===== src/hdl/pifd_pkg.sv =====
`timescale 1ns / 1ps

package pifd_pkg;

  // Result status codes, carried on out_tuser.
  typedef logic [2:0] status_t;

  localparam status_t ST_GAP   = 3'd0;
  localparam status_t ST_CAL   = 3'd1;
  localparam status_t ST_BIT   = 3'd2;
  localparam status_t ST_REJ   = 3'd3;
  localparam status_t ST_IGN   = 3'd4;
  localparam status_t ST_SHORT = 3'd5;
  localparam status_t ST_LONG  = 3'd6;

  localparam int TIME_W   = 32;
  localparam int GAP_W    = 14;
  localparam int NORM_W   = 8;
  localparam int COUNT_W  = 5;
  localparam int OUT_DATA_W = 40;

  localparam logic [GAP_W-1:0]   GAP_LIMIT_RESET = 14'd4000;

  // Bit counts at which a byte of the shift register is complete.
  localparam logic [COUNT_W-1:0] CNT_BYTE0 = 5'd6;
  localparam logic [COUNT_W-1:0] CNT_BYTE1 = 5'd14;
  localparam logic [COUNT_W-1:0] CNT_BYTE2 = 5'd22;
  localparam logic [COUNT_W-1:0] CNT_BYTE3 = 5'd30;

  // Received bit 1 (ignition) sits at bit 3 of the shift register after six bits.
  localparam int IGNITION_POS = 3;

endpackage


===== src/hdl/pulse_interval_frame_decoder.sv =====
`timescale 1ns / 1ps

// A result passes the input register, then the result register, where a stall can hold it.
// Throughput: one input transaction per cycle while results are not stalled; the interval, limit
// compare, bit shift and receiver update all settle in the single logic stage between the two registers.
// Reset: synchronous, active low. Both pipeline stages empty, gap_limit returns to 4000,
// the receiver waits for a gap, and all timing and frame state clears to zero.
module pulse_interval_frame_decoder
  import pifd_pkg::*;
#(
  parameter int NORM_SHIFT = 6
) (
  input  logic                  clk,
  input  logic                  rst_n,
  // Input stream. in_tdata: edge_time[31:0].
  input  logic                  in_tvalid,
  output logic                  in_tready,
  input  logic [TIME_W-1:0]     in_tdata,
  // Result stream. out_tdata: bit_value[0], frame_word[32:1], frame_bits[37:33], zero [39:38].
  output logic                  out_tvalid,
  input  logic                  out_tready,
  output logic [OUT_DATA_W-1:0] out_tdata,
  // out_tuser: status[2:0].
  output logic [2:0]            out_tuser,
  // Configuration write: gap_limit.
  input  logic                  cfg_valid,
  output logic                  cfg_ready,
  input  logic [GAP_W-1:0]      cfg_data
);

  typedef enum logic [1:0] {
    MODE_START = 2'd0,
    MODE_RECV  = 2'd1,
    MODE_WAIT  = 2'd2
  } mode_t;

  // Configuration register.
  logic [GAP_W-1:0]  gap_limit_r;

  // Input register stage.
  logic              s1_valid_r;
  logic [TIME_W-1:0] s1_time_r;

  // Receiver state.
  logic [TIME_W-1:0]  prev_time_r;
  mode_t              mode_r, mode_nxt;
  logic [COUNT_W-1:0] bit_count_r, bit_count_nxt;
  logic [NORM_W-1:0]  threshold_r, threshold_nxt;
  logic [NORM_W-1:0]  low_limit_r, low_limit_nxt;
  logic [NORM_W-1:0]  high_limit_r, high_limit_nxt;
  logic [7:0]         shift_byte_r, shift_byte_nxt;
  logic [31:0]        frame_store_r, frame_store_nxt;

  // Result register.
  logic               out_valid_r;
  status_t            status_r, status_nxt;
  logic               bit_value_r, bit_value_nxt;
  logic [31:0]        frame_word_r, frame_word_nxt;
  logic [COUNT_W-1:0] frame_bits_r, frame_bits_nxt;

  logic              advance;
  logic              fire;
  logic [TIME_W-1:0] interval;
  logic [TIME_W-1:0] interval_shr;
  logic [NORM_W-1:0] norm;
  logic              is_gap;
  logic              bitv;

  // The result register frees up when it is empty or being taken this cycle;
  // the input register moves forward whenever the result register can take it.
  assign advance   = !out_valid_r || out_tready;
  assign fire      = s1_valid_r && advance;
  assign in_tready = !s1_valid_r || advance;
  assign cfg_ready = 1'b1;

  assign interval     = s1_time_r - prev_time_r;
  assign interval_shr = interval >> NORM_SHIFT;
  assign norm         = interval_shr[NORM_W-1:0];
  assign is_gap       = interval > {{(TIME_W-GAP_W){1'b0}}, gap_limit_r};
  assign bitv         = norm > threshold_r;

  always_comb begin
    mode_nxt        = mode_r;
    bit_count_nxt   = bit_count_r;
    threshold_nxt   = threshold_r;
    low_limit_nxt   = low_limit_r;
    high_limit_nxt  = high_limit_r;
    shift_byte_nxt  = shift_byte_r;
    frame_store_nxt = frame_store_r;
    status_nxt      = ST_IGN;
    bit_value_nxt   = 1'b0;
    frame_word_nxt  = '0;
    frame_bits_nxt  = '0;

    if (is_gap) begin
      mode_nxt   = MODE_START;
      status_nxt = ST_GAP;
    end else begin
      unique case (mode_r)
        MODE_START: begin
          // The first interval after a gap calibrates the bit window.
          threshold_nxt   = norm;
          low_limit_nxt   = norm >> 1;
          high_limit_nxt  = norm + (norm >> 1);
          shift_byte_nxt  = '0;
          bit_count_nxt   = '0;
          frame_store_nxt = '0;
          mode_nxt        = MODE_RECV;
          status_nxt      = ST_CAL;
        end
        MODE_RECV: begin
          if (norm < low_limit_r || norm > high_limit_r) begin
            mode_nxt   = MODE_WAIT;
            status_nxt = ST_REJ;
          end else begin
            bit_value_nxt  = bitv;
            shift_byte_nxt = {bitv, shift_byte_r[7:1]};
            bit_count_nxt  = bit_count_r + 1'b1;
            status_nxt     = ST_BIT;
            unique case (bit_count_nxt)
              CNT_BYTE0: begin
                frame_store_nxt[7:0] = shift_byte_nxt;
                // Ignition set means the frame stops after six bits.
                if (shift_byte_nxt[IGNITION_POS]) begin
                  status_nxt     = ST_SHORT;
                  frame_bits_nxt = CNT_BYTE0;
                  frame_word_nxt = frame_store_nxt;
                  mode_nxt       = MODE_WAIT;
                end
              end
              CNT_BYTE1: frame_store_nxt[15:8]  = shift_byte_nxt;
              CNT_BYTE2: frame_store_nxt[23:16] = shift_byte_nxt;
              CNT_BYTE3: begin
                frame_store_nxt[31:24] = shift_byte_nxt;
                status_nxt     = ST_LONG;
                frame_bits_nxt = CNT_BYTE3;
                frame_word_nxt = frame_store_nxt;
                mode_nxt       = MODE_WAIT;
              end
              default: ;
            endcase
          end
        end
        default: begin
          // Waiting for a gap (the unused mode code behaves the same way).
          status_nxt = ST_IGN;
        end
      endcase
    end
  end

  always_ff @(posedge clk) begin
    if (!rst_n) begin
      gap_limit_r   <= GAP_LIMIT_RESET;
      s1_valid_r    <= 1'b0;
      out_valid_r   <= 1'b0;
      prev_time_r   <= '0;
      mode_r        <= MODE_WAIT;
      bit_count_r   <= '0;
      threshold_r   <= '0;
      low_limit_r   <= '0;
      high_limit_r  <= '0;
      shift_byte_r  <= '0;
      frame_store_r <= '0;
    end else begin
      if (cfg_valid && cfg_ready) begin
        gap_limit_r <= cfg_data;
      end
      if (in_tready) begin
        s1_valid_r <= in_tvalid;
      end
      if (advance) begin
        out_valid_r <= s1_valid_r;
      end
      if (fire) begin
        prev_time_r   <= s1_time_r;
        mode_r        <= mode_nxt;
        bit_count_r   <= bit_count_nxt;
        threshold_r   <= threshold_nxt;
        low_limit_r   <= low_limit_nxt;
        high_limit_r  <= high_limit_nxt;
        shift_byte_r  <= shift_byte_nxt;
        frame_store_r <= frame_store_nxt;
      end
    end
  end

  // Payload registers carry no reset.
  always_ff @(posedge clk) begin
    if (in_tready && in_tvalid) begin
      s1_time_r <= in_tdata;
    end
    if (fire) begin
      status_r     <= status_nxt;
      bit_value_r  <= bit_value_nxt;
      frame_word_r <= frame_word_nxt;
      frame_bits_r <= frame_bits_nxt;
    end
  end

  assign out_tvalid = out_valid_r;
  assign out_tuser  = status_r;
  assign out_tdata  = {2'b00, frame_bits_r, frame_word_r, bit_value_r};

endmodule


===== config.mk =====
export PLATFORM = sky130hd
export DESIGN_NAME = pulse_interval_frame_decoder
export DESIGN_NICKNAME = d
export VERILOG_FILES = /design/src/hdl/pifd_pkg.sv /design/src/hdl/pulse_interval_frame_decoder.sv
export SDC_FILE = /design/constraint.sdc
export NUM_CORES = 1
export LEC_CHECK = 0
export BUFFER_PORTS_ARGS = -buffer_cell sky130_fd_sc_hd__buf_2
export CAP_MARGIN = 20
export CORE_ASPECT_RATIO = 0.6
export CORE_UTILIZATION = 45
export CTS_CLUSTER_SIZE = 30
export DETAILED_ROUTE_END_ITERATION = 6
export PLACE_DENSITY_LB_ADDON = 0.25
export SLEW_MARGIN = 15
export SYNTH_ARGS = -nofsm -noshare
export SYNTH_HDL_FRONTEND = slang
export SYNTH_SLANG_ARGS = --single-unit

===== constraint.sdc =====
create_clock -name clk -period 8.9 [get_ports clk]
set_input_delay 0.89 -clock clk [delete_from_list [all_inputs] [get_ports clk]]
set_output_delay 0.89 -clock clk [all_outputs]
set_load 0.005 [all_outputs]

==> results.tsv <==
stage	metric	value	unit
hold_path	min_path_type	flip-flop to flip-flop	
synthesis	synth_area_leader_cell	dfxtp_1	
critical_path	startpoint	s1_time_r[0]$_DFFE_PP_	
synthesis	netlist-cell-type-count	75	
sta	clock_skew	8.58	ps
place	io_buffers	92	
global_route	antenna_found_initial	0	
sta	clock.fmax	158	MHz
critical_path	path_class	flip-flop to flip-flop	
clock_network	cts_buffer_depth	2	
floorplanning	io_pins	97	
clock_network	postCtsSetupRepairBufs	0	
detailed_routing	firstDrtPassIters	5	
sta	setup_violations	0	
run_status	status	complete, no violations	
sta	finalHoldViolations	0	
critical_path	cp-endpoint	frame_word_r[9]$_SDFFCE_PP0P_	
critical_path	r2r-end	frame_word_r[9]$_SDFFCE_PP0P_	
synthesis	synth_top_cells_by_count	nand2_1, a21oi_1, dfxtp_1	
synthesis	ys_seq_area_share	42.6	%
critical_path	critPathMaxFanout	37	
clock_network	clock-sinks	180	
critical_path	cp.required	9140	ps
synthesis	synth.area.top_cells	dfxtp_1, edfxtp_1, ha_1	
critical_path	rr_worst_depth	20	
synthesis	avgSynthCellArea	9.13	µm²
sta	period_needed	6320	ps
global_route	grt_pass1_wl	39800	µm
global_route	grt_pass1_vias	7610	
clock_network	cts-root-buf	clkbuf_16	
synthesis	syn_area	10100	µm²
synthesis	yosysTopAreaCellShare	21.8	%
global_route	gr-total-overflow	0	
detailed_routing	wl_per_cell	16.9	µm
clock_network	insertion_delay	440	ps
synthesis	ys.flop_type	dfxtp_1	
sta	worst_slack	2580	ps
floorplanning	rows	42	
floorplanning	core_area	22000	µm²
place	place_congestion	0.883	
floorplanning	die_w	196	µm
clock_network	cts_buffers	17	
synthesis	synthCells	1107	
sta	holdWs	453	ps
sta	drv_slew	0	
sta	period_share	71.0	%
critical_path	setup.worst_path.end_class	flip-flop	
layout	nets	1298	
clock_network	cts_tree	yes	
clock_network	ctsResizeCount	0	
sta	rsz0062_at_grt	no	
critical_path	start_kind	flip-flop	
critical_path	r2r_slack	2580	ps
detailed_routing	ant_nets	0	
pwr	peakVddDrop	0.149	mV
place	hpwl	17700	µm
detailed_routing	vias_per_cell	5.69	
synthesis	synth-edff-count	70	
clock_network	clk_pin_slew	60	ps
place	dp_slack	2700	ps
detailed_routing	num_vias	8358	
floorplanning	dieArea	23100	µm²
sta	worst_pin_slew	1030	ps
pwr	p_per_area	185	nW/µm²
run	maxCapViolCount	0	
synthesis	yosysMostFrequentCell	nand2_1	
sta	tns	0	ps
layout	area_delta_synth_final	11.9	%
detailed_routing	remaining_drc_errors	0	
synthesis	async_reset_ff_share	0	%
critical_path	arrival	6550	ps
detailed_routing	drt_iter0_drc	751	
global_route	grt.total_usage	21.9	%
floorplanning	die_height	118	µm
detailed_routing	wl	24800	µm
layout	drive_above_1_share	14.1	%
layout	antenna_cells	0	
sta	slew_headroom	31.1	%
floorplanning	start_util	45.9	%
clock_network	htreeDepth	4	
critical_path	r2r_start	s1_time_r[0]$_DFFE_PP_	
clock_network	cts_hold_buf	0	
synthesis	ys_warn_count	0	
global_route	grt_start_max_net_pins	72	
synthesis	synth-seq-cells	180	
pwr	power_leakage	4.11	nW
==> routing by layer <==
metal / vias up / track usage (%) / part of all wire, % / wire length [µm]
li1: 4106 / - / - / -
met2: 285 / 29.4 / 39 / 9620
met3: 21 / 5.64 / 7.6 / 1880
met4: 0 / 5.31 / 1.0 / 251
met5: - / 0 / 0 / 0
met1: 3946 / 34.1 / 53 / 13000
==> flip-flops by register name, indices dropped and copies added (netlist names), 2 cells and up <==
| signal | flops |
|---|---|
| bit_count_r | 5 |
| frame_bits_r | 2 |
| frame_store_r | 32 |
| frame_word_r | 32 |
| gap_limit_r | 14 |
| high_limit_r | 8 |
| mode_r | 2 |
| out_tuser | 3 |
| prev_time_r | 32 |
| s1_time_r | 32 |
| shift_byte_r | 7 |
| threshold_r | 8 |
==> power by group <==
group | switching, W | internal [W]
sequential | 0.0000143 | 0.000885
combinational | 0.000259 | 0.000170
clock | 0.000329 | 0.000438
total | 0.000602 | 0.00149
==> layout by cell type (no fill, tap or decap), drive strengths merged, types with 9 or more instances in the layout <==
cell / n
nand2: 140
a21oi: 116
dfxtp: 110
buf: 102
inv: 81
ha: 76
nor2: 74
edfxtp: 70
o21ai: 48
nand3: 43
o2bb2ai: 27
xnor2: 21
nand4: 21
clkbuf: 21
mux2i: 19
a21o: 17
a22oi: 17
nor4b: 15
o211ai: 14
nor3: 11
a31oi: 9
nor2b: 9
==> logic make-up (layout without fill, tap and decap cells) <==
logic type | Yosys count | after routing | share of synthesized area [%]
buffers and inverters | 140 | 213 | 5.85
other | 2 | 4 | 0.0743
AO/OA/AOI/OAI | 300 | 300 | 19.1
XOR/XNOR | 29 | 29 | 2.51
multiplexers | 21 | 21 | 2.10
flip-flops | 180 | 180 | 42.6
adder cells (fa/ha/maj) | 78 | 78 | 9.80
AND/OR/NAND/NOR | 357 | 357 | 18.0
==> worst min-delay path by stage <==
stage | startpoint | end | slack, ps | cells past startpoint
after floorplan | frame_store_r[13]$_SDFFE_PN0P_ | frame_store_r[13]$_SDFFE_PN0P_ | 420 | 1
after detailed placement | frame_store_r[18]$_SDFFE_PN0P_ | frame_store_r[18]$_SDFFE_PN0P_ | 440 | 1
after CTS | prev_time_r[22]$_SDFFE_PN0P_ | prev_time_r[22]$_SDFFE_PN0P_ | 460 | 2
after global placement | prev_time_r[29]$_SDFFE_PN0P_ | prev_time_r[29]$_SDFFE_PN0P_ | 440 | 2
after global routing | prev_time_r[11]$_SDFFE_PN0P_ | prev_time_r[11]$_SDFFE_PN0P_ | 470 | 2
final | prev_time_r[22]$_SDFFE_PN0P_ | prev_time_r[22]$_SDFFE_PN0P_ | 450 | 2
==> per-stage QoR <==
step	total power [W]	area, µm²	std cells	utilization [%]
floorplan	0.00123	10100	1109	-
global placement	0.00133	10700	1435	48.6
detailed placement	0.00134	10700	1435	48.6
CTS	0.00211	11300	1467	51.3
global route	0.00220	11300	1468	51.4
finish	0.00209	11300	1468	51.4
==> cell type report <==
class                   count  area (µm²)
fillers                  2006       10700
multi-input cells         789        5230
flip-flops and latches    180        4300
repair buffers            102         536
clock buffers              21         472
well taps                 286         358
inverters                  79         297
clock inverters            11         124
==> worst max-delay path, stage by stage, from the launching register on <==
cell	delay, ps
edfxtp_1	360
inv_1	50
ha_1	220
fa_1	450
nor2b_4	150
o2111ai_1	190
nand2_1	180
a21o_1	130
a21oi_1	70
xnor2_1	600
ha_1	360
nand4_1	90
or2_2	130
a21oi_1	40
o41ai_1	630
nand3_1	180
a2111oi_2	360
nand4_2	240
nor4_4	300
nand3_2	790
nor4b_1	560
Power figures use the tool's default switching activity.
